[src/rtl/core/bzs_pkg.sv]
// ----------------------------------------------------------------------------
// Bezier spline package
// Beat types, fixed-point widths and the rounding and saturation helpers
// shared by the spline control-point solver.
// ----------------------------------------------------------------------------
`default_nettype none

package bzs_pkg;

   // Coordinate and internal fixed-point widths.
   localparam int COORD_BITS    = 24;               // Q.8 coordinates
   localparam int ACC_BITS      = COORD_BITS + 16;  // Q.16 sweep values
   localparam int WIDE_BITS     = ACC_BITS + 4;     // headroom for right-hand sides
   localparam int FRAC_GROW     = 8;                // Q.8 to Q.16
   localparam int COEF_BITS     = 16;               // sweep coefficient, Q.16, <= 0.5
   localparam int PIVOT_BITS    = 19;               // pivot, Q.16, below 8.0
   localparam int DIVIDEND_BITS = 33;               // 2^32 plus half the pivot
   localparam int ONE_Q16       = 65536;

   // Input beat: one knot.
   typedef struct packed {
      logic signed [COORD_BITS-1:0] knot_x;
      logic signed [COORD_BITS-1:0] knot_y;
      logic                         last_knot;
   } req_type;

   // Output beat: one curve segment.
   typedef struct packed {
      logic signed [COORD_BITS-1:0] ctrl1_x;
      logic signed [COORD_BITS-1:0] ctrl1_y;
      logic signed [COORD_BITS-1:0] ctrl2_x;
      logic signed [COORD_BITS-1:0] ctrl2_y;
      logic signed [COORD_BITS-1:0] end_x;
      logic signed [COORD_BITS-1:0] end_y;
      logic                         straight;
      logic                         dropped;
      logic                         last_segment;
   } rsp_type;

   // Q.8 coordinate to Q.16 in the wide format.
   function automatic logic signed [WIDE_BITS-1:0] knot_to_wide(
      logic signed [COORD_BITS-1:0] k);
      return {{(WIDE_BITS-COORD_BITS-FRAC_GROW){k[COORD_BITS-1]}}, k, {FRAC_GROW{1'b0}}};
   endfunction

   // Sign extension of a sweep value to the wide format.
   function automatic logic signed [WIDE_BITS-1:0] acc_to_wide(
      logic signed [ACC_BITS-1:0] a);
      return {{(WIDE_BITS-ACC_BITS){a[ACC_BITS-1]}}, a};
   endfunction

   // Saturate a wide value to the sweep width.
   function automatic logic signed [ACC_BITS-1:0] sat_acc(logic signed [WIDE_BITS-1:0] v);
      logic [WIDE_BITS-ACC_BITS:0] upper;
      upper = v[WIDE_BITS-1:ACC_BITS-1];
      if ((&upper) || !(|upper)) begin
         return v[ACC_BITS-1:0];
      end
      return v[WIDE_BITS-1] ? {1'b1, {(ACC_BITS-1){1'b0}}} : {1'b0, {(ACC_BITS-1){1'b1}}};
   endfunction

   // Saturate a wide value to the coordinate width.
   function automatic logic signed [COORD_BITS-1:0] sat_coord(
      logic signed [WIDE_BITS-1:0] v);
      logic [WIDE_BITS-COORD_BITS:0] upper;
      upper = v[WIDE_BITS-1:COORD_BITS-1];
      if ((&upper) || !(|upper)) begin
         return v[COORD_BITS-1:0];
      end
      return v[WIDE_BITS-1] ? {1'b1, {(COORD_BITS-1){1'b0}}}
                            : {1'b0, {(COORD_BITS-1){1'b1}}};
   endfunction

   // Shift right with rounding to nearest, ties away from zero.
   function automatic logic signed [WIDE_BITS-1:0] round_away(
      logic signed [WIDE_BITS-1:0] v, int shift);
      logic [WIDE_BITS-1:0] mag;
      logic [WIDE_BITS-1:0] r;
      mag = v[WIDE_BITS-1] ? -v : v;
      r   = (mag + (WIDE_BITS'(1) << (shift - 1))) >> shift;
      return v[WIDE_BITS-1] ? -r : r;
   endfunction

endpackage

`default_nettype wire

[src/rtl/core/bzs_recip.sv]
// ----------------------------------------------------------------------------
// Pivot reciprocal unit
// Computes round(2^32 / pivot) by restoring division, one quotient bit per
// cycle. The done pulse comes with the result.
// ----------------------------------------------------------------------------
`default_nettype none

module bzs_recip (
   input  logic                             clock,
   input  logic                             reset,
   input  logic                             start,
   input  logic [bzs_pkg::PIVOT_BITS-1:0]   pivot,
   output logic                             done,
   output logic [bzs_pkg::COEF_BITS-1:0]    recip
);
   import bzs_pkg::*;

   localparam int CNT_BITS = $clog2(DIVIDEND_BITS);

   logic                     run_ff, run_in;
   logic                     done_ff, done_in;
   logic [CNT_BITS-1:0]      cnt_ff, cnt_in;
   logic [PIVOT_BITS-1:0]    div_ff, div_in;
   logic [PIVOT_BITS-1:0]    rem_ff, rem_in;
   logic [DIVIDEND_BITS-1:0] num_ff, num_in;
   logic [COEF_BITS-1:0]     quo_ff, quo_in;
   logic [PIVOT_BITS:0]      trial;
   logic                     fits;

   // One restoring step: bring down the next dividend bit and try to subtract.
   always_comb begin
      trial  = {rem_ff, num_ff[DIVIDEND_BITS-1]};
      fits   = trial >= {1'b0, div_ff};
      run_in = run_ff;
      done_in = 1'b0;
      cnt_in = cnt_ff;
      div_in = div_ff;
      rem_in = rem_ff;
      num_in = num_ff;
      quo_in = quo_ff;
      if (start) begin
         run_in = 1'b1;
         cnt_in = '0;
         div_in = pivot;
         rem_in = '0;
         num_in = {1'b1, {(DIVIDEND_BITS-1){1'b0}}} | DIVIDEND_BITS'(pivot >> 1);
         quo_in = '0;
      end else if (run_ff) begin
         rem_in = fits ? PIVOT_BITS'(trial - {1'b0, div_ff}) : trial[PIVOT_BITS-1:0];
         num_in = num_ff << 1;
         quo_in = {quo_ff[COEF_BITS-2:0], fits};
         cnt_in = cnt_ff + CNT_BITS'(1);
         if (cnt_ff == CNT_BITS'(DIVIDEND_BITS - 1)) begin
            run_in  = 1'b0;
            done_in = 1'b1;
         end
      end
   end

   // Control state.
   always_ff @(posedge clock) begin
      if (reset) begin
         run_ff  <= 1'b0;
         done_ff <= 1'b0;
      end else begin
         run_ff  <= run_in;
         done_ff <= done_in;
      end
   end

   // Datapath.
   always_ff @(posedge clock) begin
      cnt_ff <= cnt_in;
      div_ff <= div_in;
      rem_ff <= rem_in;
      num_ff <= num_in;
      quo_ff <= quo_in;
   end

   assign done  = done_ff;
   assign recip = quo_ff;

endmodule

`default_nettype wire

[config.mk]
export PLATFORM = sky130hd
export DESIGN_NAME = bzs_recip
export DESIGN_NICKNAME = d
export VERILOG_FILES = /design/src/rtl/core/bzs_pkg.sv /design/src/rtl/core/bzs_recip.sv
export SDC_FILE = /design/constraint.sdc
export NUM_CORES = 1
export LEC_CHECK = 0
export BUFFER_PORTS_ARGS = -buffer_cell sky130_fd_sc_hd__buf_2
export CORE_MARGIN = 2
export CORE_UTILIZATION = 54
export CTS_CLUSTER_SIZE = 25
export DETAILED_ROUTE_END_ITERATION = 6
export PLACE_DENSITY = 0.76
export SETUP_SLACK_MARGIN = 0.02
export SLEW_MARGIN = 20
export SYNTH_ARGS = -nofsm -noshare
export SYNTH_HDL_FRONTEND = slang
export SYNTH_SLANG_ARGS = --single-unit
[constraint.sdc]
create_clock -name clock -period 2.2 [get_ports clock]
set_input_delay 0.22 -clock clock [delete_from_list [all_inputs] [get_ports clock]]
set_output_delay 0.22 -clock clock [all_outputs]
set_load 0.1 [all_outputs]
=== Word level (Yosys, flattened, before mapping) ===
Cells that the tools add are included.

* Add/subtract/negate cells: 2
* Multipliers: 0
* Divide/modulo/power cells: 0
* Order comparisons: 1
* Eq/ne operators: 1
* Shift operators: 0
* Muxes and demuxes: 7
* Bitwise gates (word level): 1
* Reductions and logical operators: 2

{| class="wikitable"
|+ Operators with widths
! cell !! count
|-
| $mux 18 || 2
|-
| $ge 20x19->1 || 1
|-
| $mux 19 || 1
|-
| $sub 19x19->19 || 1
|-
| $add 6x1->6 const B || 1
|-
| $eq 6x6->1 const B || 1
|-
| $mux 1 || 4
|-
| $reduce_or 3->1 || 1
|-
| $reduce_bool 2->1 || 1
|-
| $not 1->1 || 1
|}

* Flip-flop bits (word level): 95
* Bits in latches: 0
* Memory bits (writable): 0
* Bits in read-only memories: 0
* Input bits: 22
* Output and inout port bits: 17
* Word-level logic and storage cells: 22
* Memories: 0

=== Depth between registers and ports, before layout ===
Gate-level depths: netlist (run 1).

* Word-level depth: 4
* Gate-level depth with buffers: 12
* Gate-level depth less buffers: 10

=== Worst setup path after synthesis (run 1) ===
OpenSTA, ideal clock, no wires.

* Kind: register to register
* Start: register div_ff[0]
* End: register rem_ff[18]
* Library setup time: 87 ps
* Arrival time: 2291 ps
* Data required time: 2113 ps
* Slack: -178 ps
* Stages on the path, launching flop included: 10
* Path buffers: 0
* Clock period less this slack: 2378 ps
* Path through: edfxtp_1 -> ha_1 -> fa_1 -> nand2b_1 -> a21o_1 -> nor2b_4 -> o21a_1 -> o41a_1 -> xor2_1 -> o31ai_1

* Cells in the longest elaborated chain, start to end: 2
* Elaborated cells on any way between the ends: 3
* Those cells by class: add/sub (1); order compare (1); mux (1)

{| class="wikitable"
|+ Ends and longest elaborated chain
! item !! RTL line !! source
|-
| from (decl) || bzs_recip.sv:23 || <nowiki>logic [PIVOT_BITS-1:0] div_ff, div_in;</nowiki>
|-
| from (signal assigned) || bzs_recip.sv:74 || <nowiki>div_ff <= div_in;</nowiki>
|-
| $sub 19x19->19 or $ge 20x19->1 (tied branches) || bzs_recip.sv:49, bzs_recip.sv:33 ||
|-
| $mux 19 * || bzs_recip.sv:49 || <nowiki>rem_in = fits ? PIVOT_BITS'(trial - {1'b0, div_ff}) : trial[PIVOT_BITS-1:0];</nowiki>
|-
| to (signal assigned) || bzs_recip.sv:75 || <nowiki>rem_ff <= rem_in;</nowiki>
|-
| to (decl) || bzs_recip.sv:24 || <nowiki>logic [PIVOT_BITS-1:0] rem_ff, rem_in;</nowiki>
|}

Every way passes the cells marked *; elsewhere a longest branch is shown, timed or not.
A chain may end at the register's enable or synchronous reset.

=== Final worst setup path (run 1) ===
* Start: register div_ff[9]
* End: register rem_ff[5]

* Cells in the longest elaborated chain, start to end: 2

{| class="wikitable"
|+ Ends and longest elaborated chain
! item !! RTL line !! source
|-
| $ge 20x19->1 || bzs_recip.sv:33 || <nowiki>fits = trial >= {1'b0, div_ff};</nowiki>
|-
| $mux 19 || bzs_recip.sv:49 ||
|}

Every way passes these cells.

==> impl_metrics.toml, run 1 <==
[critical_path]
crit_family = "compound AO/OA/AOI/OAI gates"
rr_worst_depth = 10
worst_path_largest_cell_delay_ns = 0.38
cp-start-kind = "flip-flop"
cp_slowest_cell = "ha_1"
crit_chain = "inv_1 -> ha_1 -> nand4_1 -> nor3_2 -> nor3b_2 -> a22oi_1 -> o21ai_4 -> buf_12 -> mux2i_1 -> a211oi_1"
path_class = "reg2reg"
critPathMaxFanout = 11
arrival_ns = 2.66
crit_buf_inv = 2
critPathCaptureType = "flip-flop"
r2r_end = "rem_ff[5]$_SDFFE_PP0P_"
cp_data_required_time_ns = 2.47
r2r-start = "div_ff[9]$_DFFE_PP_"
r2r_slack_ns = -0.19

[power_and_ir_drop]
vdd_drop_max_uv = 503
p_leak_nw = 2.42
p_per_area_mw_per_mm2 = 693

[detailed_routing]
drt_iter0_drc = 112
postRouteWirelength_um = 9330
drt-wirelength-per-cell_um = 15.2
dr.pass1.iters = 4
num_vias = 3348
drc = 0
vias_per_cell = 5.46
ant_nets = 0

[synthesis]
synth_compound_area_frac = 0.126
yosysWarnings = 0
synthTopCellsByCount = "dfxtp_1, nor2_1, mux2i_1"
synthTopCellsByArea = "dfxtp_1, edfxtp_1, mux2i_1, ha_1, nor2_1"
yosys_most_used_dff = "dfxtp_1"
synth-edff-count = 37
synthArstFlopShare = 0
synthesis.nets = 478
synth_top_family_by_area = "multiplexers"
synth.most_common_cell = "dfxtp_1"
ys_ff_latch = 95
synth_largest_area_cell = "dfxtp_1"
ys_seq_area_frac = 0.489
synth_xor_area_frac = 0.0377
synth_cell_types = 51
syn_avg_cell_area_um2 = 10.7
synthSimpleGateAreaFrac = 0.106
muxShareOfSynthArea = 0.130
syn_area_mm2 = 0.00464
synth_top_area_frac = 0.250
synthAdderAreaFrac = 0.0609
synthCells = 434

[die]
pin_count = 39
core_mm2 = 0.00826
num_rows = 33
die_area_mm2 = 0.00935
die_w_um = 96.7
initial_core_util = 0.562
die_h_um = 96.7

[cts]
clock_path_buffers = 2
cts_sinks = 95
clockRootBuffer = "clkbuf_8"
cts_inserted_buffers = 9
clkLatencyLatePin_ns = 0.37
tritoncts = "done"
h-tree-depth = 3
path_clk_slew_ns = 0.09

[placement]
placed_area_mm2 = 0.00516
dp.final_hpwl_um = 6700
port_buffers = 38
gp_congestion = 0.923

[worst_hold_path]
hold_end = "div_ff[14]$_DFFE_PP_"
min_from = "pivot[14]"
min_path_type = "in2reg"
min_path_cells = 1

[final_layout]
final_area_mm2 = 0.00546
multi_input_area_mm2 = 0.00219
nFillCells = 660
layout-drive-gt1-share = 0.266
syn_to_final_growth_pct = 17.7
antenna_cells = 0
nets = 547
register_area_mm2 = 0.00227

[sta]
period_needed_ns = 2.39
relSlewSlack = 0.468
rsz0062_at_grt = "true"
setup_ws_ns = -0.191
worst_pin_slew_ns = 0.795
fin_worst_skew_ns = 0.0159
hold_viol_final = 0
fmax_mhz = 418
post-route-period-util = 1.09
setup_viol = 20
drv_slew = 0
whs_ns = 0.0370

[run_status]
violations = "setup timing"
status = "finished, violations left"

[global_route]
gr-usage-all-layers = 0.204
overflow = 0
antenna_found_initial = 0
grt_pass1_vias = 3326
grt_first_pass_wirelength_um = 15600
grt_max_degree = 56

[run]
maxCapViolations = 0
==> kinds of logic after synthesis <==
logic type,after synthesis
AO/OA/AOI/OAI,82
XOR/XNOR,20
adder cells (fa/ha/maj),22
buffers and inverters,53
flip-flops,95
multiplexers,58
AND/OR/NAND/NOR,104
==> worst register-to-register path: stages, from the launching register on <==
cell and delay (ns):
edfxtp_1 0.33, inv_1 0.04, ha_1 0.38, nand4_1 0.22
nor3_2 0.26, nor3b_2 0.09, a22oi_1 0.27, o21ai_4 0.16
buf_12 0.18, mux2i_1 0.12, a211oi_1 0.25
==> worst max-delay path by stage <==
stage	endpoint	slack, ns	depth (start not counted)	from
after floorplan	rem_ff[0]$_SDFFE_PP0P_	-0.06	10	div_ff[0]$_DFFE_PP_
after global placement	rem_ff[13]$_SDFFE_PP0P_	-0.07	10	div_ff[11]$_DFFE_PP_
after detailed placement	rem_ff[5]$_SDFFE_PP0P_	-0.15	10	div_ff[0]$_DFFE_PP_
after CTS	rem_ff[5]$_SDFFE_PP0P_	-0.15	10	div_ff[0]$_DFFE_PP_
after global routing	rem_ff[18]$_SDFFE_PP0P_	-0.33	9	div_ff[0]$_DFFE_PP_
final	rem_ff[5]$_SDFFE_PP0P_	-0.19	10	div_ff[9]$_DFFE_PP_
==> flip-flops by register name (all words and copies together), names as in the netlist <==
| register | flops |
|---|---|
| done | 1 |
| run_ff | 1 |
| num_ff | 33 |
| cnt_ff | 6 |
| div_ff | 19 |
| recip | 16 |
| rem_ff | 19 |
==> per-stage QoR <==
stage                     instances  setup slack [ns]  power [W]  utilization  setup TNS [ns]
after floorplan                 434           -0.0611    0.00242            -          -0.277
after global placement          590           -0.0690    0.00262        0.625          -0.681
after detailed placement        590            -0.149    0.00264        0.625           -2.00
after CTS                       611            -0.151    0.00379        0.654           -2.30
after global routing            613            -0.332    0.00397        0.661           -4.91
final                           613            -0.191    0.00379        0.661           -2.21
==> power by group <==
part           switching, W  total [W]  leakage, nW  internal, W
Clock              0.000624    0.00116        0.102     0.000534
Sequential        0.0000413    0.00197        0.838      0.00193
Combinational      0.000356   0.000658         1.48     0.000303
Total               0.00102    0.00379         2.42      0.00277
==> metal layers <==
metal,up-vias,wire (µm),GRT usage
met1,1607,4380,0.276
met2,45,4550,0.326
met5,-,0,0
met4,0,98,0.0802
met3,8,300,0.0361
li1,1688,-,-
==> what timing repair did <==
item / 4_1_cts / 5_1_grt
endpoints found under the hold margin: 1 / 1
pin swaps: 9 / 7
hold buffers: 1 / 1
setup buffers: 4 / 0
endpoints found under the setup margin: 20 / 20
resized for setup: 1 / 11
cloned: 0 / 1
==> cell type report <==
class | instances | area share
Sequential cell | 95 | 0.416
Multi-Input combinational cell | 286 | 0.401
Timing Repair Buffer | 84 | 0.105
Tap cell | 105 | 0.0241
Clock buffer | 10 | 0.0234
Inverter | 27 | 0.0186
Clock inverter | 6 | 0.0121
==> placed cells by master, fill, tap and decap left out, types with 4 or more instances in the layout <==
cell type | Yosys | routed
o21ai_0 | 9 | 7
a21o_1 | 10 | 10
buf_2 | 8 | 38
inv_1 | 27 | 27
a21oi_1 | 16 | 14
nand3_1 | 9 | 9
mux2i_1 | 41 | 41
o31ai_1 | 7 | 7
nor2_1 | 51 | 51
xnor2_1 | 11 | 11
buf_4 | 0 | 40
nand2_1 | 18 | 18
xor2_1 | 9 | 9
nor2b_1 | 4 | 4
mux2_2 | 17 | 17
nand4_1 | 6 | 6
dfxtp_1 | 58 | 57
a32oi_1 | 6 | 6
ha_1 | 21 | 19
a211oi_1 | 11 | 10
edfxtp_1 | 37 | 37
clkbuf_8 | 0 | 9
No activity file was read; power rests on OpenSTA's default activity.
==> inputs of run 2 (changes only) <==
CORE_ASPECT_RATIO = 1.1   (was not set)
PLACE_DENSITY = 0.87   (was 0.76)
==> impl_metrics.toml, run 2 (synthesized netlist as in run 1, its figures left out) <==
[run]
maxCapViolations = 0

[placement]
port_buffers = 38
gp_congestion = 0.940
dp.final_hpwl_um = 6960
placed_area_mm2 = 0.00515

[critical_path]
worst_path_largest_cell_delay_ns = 0.43
critPathCaptureType = "flip-flop"
critPathMaxFanout = 7
arrival_ns = 2.71
cp-start-kind = "flip-flop"
crit_buf_inv = 1
cp_data_required_time_ns = 2.52
crit_chain = "ha_4 -> fa_2 -> nand2b_4 -> a21o_1 -> a21oi_4 -> a21o_1 -> o21ai_4 -> buf_12 -> nor3_1 -> a221o_1"
worst_path_most_repeated_cell = "a21o_1"
cp_slowest_cell = "edfxtp_1"
crit_family = "compound AO/OA/AOI/OAI gates"
path_class = "reg2reg"

[detailed_routing]
drc = 0
num_vias = 3486
postRouteWirelength_um = 9920
ant_nets = 0
vias_per_cell = 5.67
dr.pass1.iters = 7
drt_iter0_drc = 279
drt-wirelength-per-cell_um = 16.1

[global_route]
grt_pass1_vias = 3480
antenna_found_initial = 0
overflow = 0
grt_first_pass_wirelength_um = 16000
gr-usage-all-layers = 0.219
grt_max_degree = 46

[run_status]
status = "finished, violations left"
violations = "setup timing"

[sta]
fmax_mhz = 417
setup_viol = 20
fin_worst_skew_ns = 0.0123
hold_viol_final = 0
fin_setup_tns_ns = -2.94
relSlewSlack = 0.656
post-route-period-util = 1.09
drv_slew = 0
rsz0062_at_grt = "true"
setup_ws_ns = -0.196
worst_pin_slew_ns = 0.515
period_needed_ns = 2.40

[final_layout]
register_area_mm2 = 0.00227
layout-drive-gt1-share = 0.286
nets = 543
multi_input_area_mm2 = 0.00226
final_cell_mix = "dfxtp_1, nor2_1, mux2i_1, buf_4, buf_2"
final_area_mm2 = 0.00553
mostFrequentLayoutCell = "dfxtp_1"
syn_to_final_growth_pct = 19.1
antenna_cells = 0
reg_top3 = "num_ff x33, div_ff x19, rem_ff x19"
largest_reg_flops = 33
top_register = "num_ff"
nFillCells = 618

[power_and_ir_drop]
p_leak_nw = 2.40
power_frac_seq = 0.521
pwr-share-comb = 0.179
vdd_drop_max_uv = 450
swShare = 0.273
switchingPower_w = 0.00104
p_clk_frac = 0.300
p_per_area_mw_per_mm2 = 685
p_int_w = 0.00275

[cts]
postCtsHoldBufs = 0
cts_inserted_buffers = 9
path_clk_slew_ns = 0.09
clock_path_buffers = 2
h-tree-depth = 3
clockRootBuffer = "clkbuf_8"
cts_sinks = 95
clkLatencyLatePin_ns = 0.37
tritoncts = "done"

[die]
die_h_um = 101
num_rows = 35
die_area_mm2 = 0.00935
core_mm2 = 0.00836
die_w_um = 92.4
initial_core_util = 0.555
pin_count = 39

[worst_hold_path]
min_path_type = "in2reg"
-- run 2: layout make-up --
| cell class | instances | area share |
|---|---|---|
| clock inverter | 4 | 0.00611 |
| tap | 111 | 0.0251 |
| inverter | 27 | 0.0183 |
| sequential | 95 | 0.411 |
| timing repair buffer | 80 | 0.0991 |
| clock buffer | 12 | 0.0301 |
| multi-input combinational | 286 | 0.410 |
-- run 2: routing by layer --
| layer | GRT usage | routed length [µm] |
|---|---|---|
| met1 | 0.259 | 4100 |
| met4 | 0.110 | 263 |
| met3 | 0.0439 | 504 |
| met2 | 0.380 | 5050 |
| met5 | 0 | 0 |
-- run 2: per-stage QoR --
step	worst slack, ns	cells	hold WS [ns]	utilization	power [W]
final	-0.196	615	0.0175	0.661	0.00379
after global placement	-0.104	593	0.391	0.615	0.00260
after global routing	-0.325	615	0.0105	0.661	0.00395
after floorplan	-0.0611	434	0.292	-	0.00242
after CTS	-0.133	611	0.00312	0.641	0.00377
after detailed placement	-0.163	593	0.401	0.615	0.00263
-- run 2: path summary, 6_finish.rpt --
path,startpoint,slack [ns],cells after the start,endpoint
max,div_ff[0]$_DFFE_PP_,-0.20,10,rem_ff[0]$_SDFFE_PP0P_
min,reset,0.02,2,run_ff$_SDFF_PP0_
max reg2reg,div_ff[0]$_DFFE_PP_,-0.20,10,rem_ff[0]$_SDFFE_PP0P_
min reg2reg,rem_ff[12]$_SDFFE_PP0P_,0.48,2,rem_ff[12]$_SDFFE_PP0P_
-- run 2: timing repair --
action,4_1_cts,5_1_grt
cloned,0,1
setup endpoints to repair,20,20
buffers inserted,2,3
pin swaps,5,14
gates resized for setup,0,22
-- run 2: power groups by stage --
stage / Combinational [W] / Clock, W / Sequential [W]
finish: 0.000676 / 0.00114 / 0.00197
floorplan: 0.000413 / 0 / 0.00201
global route: 0.000734 / 0.00123 / 0.00198
CTS: 0.000629 / 0.00117 / 0.00197
detailed placement: 0.000617 / 0 / 0.00201
global placement: 0.000594 / 0 / 0.00201
==> inputs of run 3 (changes only) <==
CORE_UTILIZATION = 56   (was 54)
CTS_BUF_LIST = sky130_fd_sc_hd__clkbuf_2 sky130_fd_sc_hd__clkbuf_4 sky130_fd_sc_hd__clkbuf_8   (was not set)
PLACE_DENSITY = 0.89   (was 0.87)
SETUP_SLACK_MARGIN = not set   (was 0.02)
==> impl_metrics.toml, run 3 (synthesized netlist as in run 1, its figures left out) <==
[global_route]
grt_pass1_vias = 3402
grt_max_degree = 45
overflow = 0
grt_first_pass_wirelength_um = 15500
gr-usage-all-layers = 0.214
antenna_found_initial = 0

[power_and_ir_drop]
power_frac_seq = 0.502
vdd_drop_max_uv = 571
pwr-share-comb = 0.170
p_per_area_mw_per_mm2 = 711
switchingPower_w = 0.00103
p_int_w = 0.00289
swShare = 0.263
p_leak_nw = 2.40
p_clk_frac = 0.328

[detailed_routing]
drt_iter0_drc = 229
drc = 0
num_vias = 3431
drt-wirelength-per-cell_um = 15.9
dr.pass1.iters = 4
vias_per_cell = 5.62
ant_nets = 0
postRouteWirelength_um = 9700

[final_layout]
layout-drive-gt1-share = 0.285
reg_top3 = "num_ff x33, div_ff x19, rem_ff x19"
register_area_mm2 = 0.00227
top_register = "num_ff"
syn_to_final_growth_pct = 19.1
antenna_cells = 0
nFillCells = 585
final_cell_mix = "dfxtp_1, nor2_1, buf_2, mux2i_1, edfxtp_1"
multi_input_area_mm2 = 0.00226
mostFrequentLayoutCell = "dfxtp_1"
nets = 541
final_area_mm2 = 0.00553
largest_reg_flops = 33

[sta]
setup_viol = 19
rsz0062_at_grt = "true"
fin_setup_tns_ns = -2.02
relSlewSlack = 0.429
post-route-period-util = 1.07
setup_ws_ns = -0.160
period_needed_ns = 2.36
fin_worst_skew_ns = 0.0108
hold_viol_final = 0
worst_pin_slew_ns = 0.854
drv_slew = 0
fmax_mhz = 424

[run_status]
status = "finished, violations left"
violations = "setup timing"

[cts]
cts_inserted_buffers = 9
clock_path_buffers = 2
cts_sinks = 95
clockRootBuffer = "clkbuf_8"
clkLatencyLatePin_ns = 0.37
path_clk_slew_ns = 0.10
tritoncts = "done"
h-tree-depth = 3

[critical_path]
critPathMaxFanout = 15
path_class = "reg2reg"
arrival_ns = 2.66
cp_data_required_time_ns = 2.50
critPathCaptureType = "flip-flop"
cp-start-kind = "flip-flop"

[die]
die_h_um = 99.5
core_mm2 = 0.00800
die_w_um = 90.8
pin_count = 39
initial_core_util = 0.580
die_area_mm2 = 0.00903
num_rows = 34

[worst_hold_path]
min_path_type = "in2reg"

[placement]
gp_congestion = 0.968
port_buffers = 38
dp.final_hpwl_um = 6520
placed_area_mm2 = 0.00511

[run]
maxCapViolations = 0
run 3: cell count changes in the layout (fill, tap and decap cells not counted), sizes merged:
cell         change
buf              -3
bufinv           +2
clkbuf           -2
clkinvlp         -1
dlygate4sd3      +1
inv              +1
run 3: timing repair:
item | 4_1_cts | 5_1_grt
cloned | 0 | 1
gates resized for setup | 7 | 16
endpoints found under the hold margin | 1 | 0
endpoints found under the setup margin | 19 | 20
setup buffers | 5 | 2
pin swaps | 9 | 6
hold buffers | 1 | 0
run 3: area by class of cell:
cell class / instances / area share
sequential: 95 / 0.411
multi-input combinational: 286 / 0.409
timing repair buffer: 78 / 0.0969
clock inverter: 6 / 0.0165
clock buffer: 10 / 0.0238
inverter: 27 / 0.0183
tap: 108 / 0.0244
run 3: routing by layer:
| layer | track usage | up-vias | share of wire |
|---|---|---|---|
| li1 | - | 1681 | - |
| met5 | 0 | - | 0 |
| met2 | 0.382 | 77 | 0.52 |
| met1 | 0.259 | 1652 | 0.42 |
| met4 | 0.0816 | 0 | 0.025 |
| met3 | 0.0386 | 21 | 0.037 |
run 3: power groups by stage:
stage / combinational [W] / sequential [W] / clock (W)
global route: 0.000729 / 0.00198 / 0.00137
global placement: 0.000590 / 0.00200 / 0
CTS: 0.000628 / 0.00197 / 0.00131
detailed placement: 0.000608 / 0.00201 / 0
floorplan: 0.000413 / 0.00201 / 0
finish: 0.000669 / 0.00197 / 0.00129
run 3: worst max-delay path, cell delays in order, from the launching register on:
cell and delay, ns:
edfxtp_1 0.42, ha_4 0.19, fa_2 0.36, nand2b_4 0.15
a21o_1 0.18, a21oi_2 0.19, a21o_1 0.15, o21ai_4 0.10
buf_12 0.18, mux2i_4 0.19, a211oi_2 0.18
run 3: path summary, 6_finish.rpt:
check | from | end | slack (ns) | cells after the start
min reg2reg | rem_ff[13]$_SDFFE_PP0P_ | rem_ff[13]$_SDFFE_PP0P_ | 0.49 | 2
min | pivot[14] | div_ff[14]$_DFFE_PP_ | 0.03 | 1
max | div_ff[0]$_DFFE_PP_ | rem_ff[10]$_SDFFE_PP0P_ | -0.16 | 10
max reg2reg | div_ff[0]$_DFFE_PP_ | rem_ff[10]$_SDFFE_PP0P_ | -0.16 | 10
run 3: per-stage QoR:
stage	util	hold WS, ns	instances	power, W	worst slack [ns]
2_1_floorplan	-	0.292	434	0.00242	-0.0612
3_3_place_gp	0.639	0.387	586	0.00259	-0.0437
3_5_place_dp	0.639	0.394	586	0.00262	-0.121
4_1_cts	0.676	0.0216	607	0.00391	-0.109
5_1_grt	0.691	0.0236	610	0.00408	-0.272
6_report	0.691	0.0326	610	0.00393	-0.160
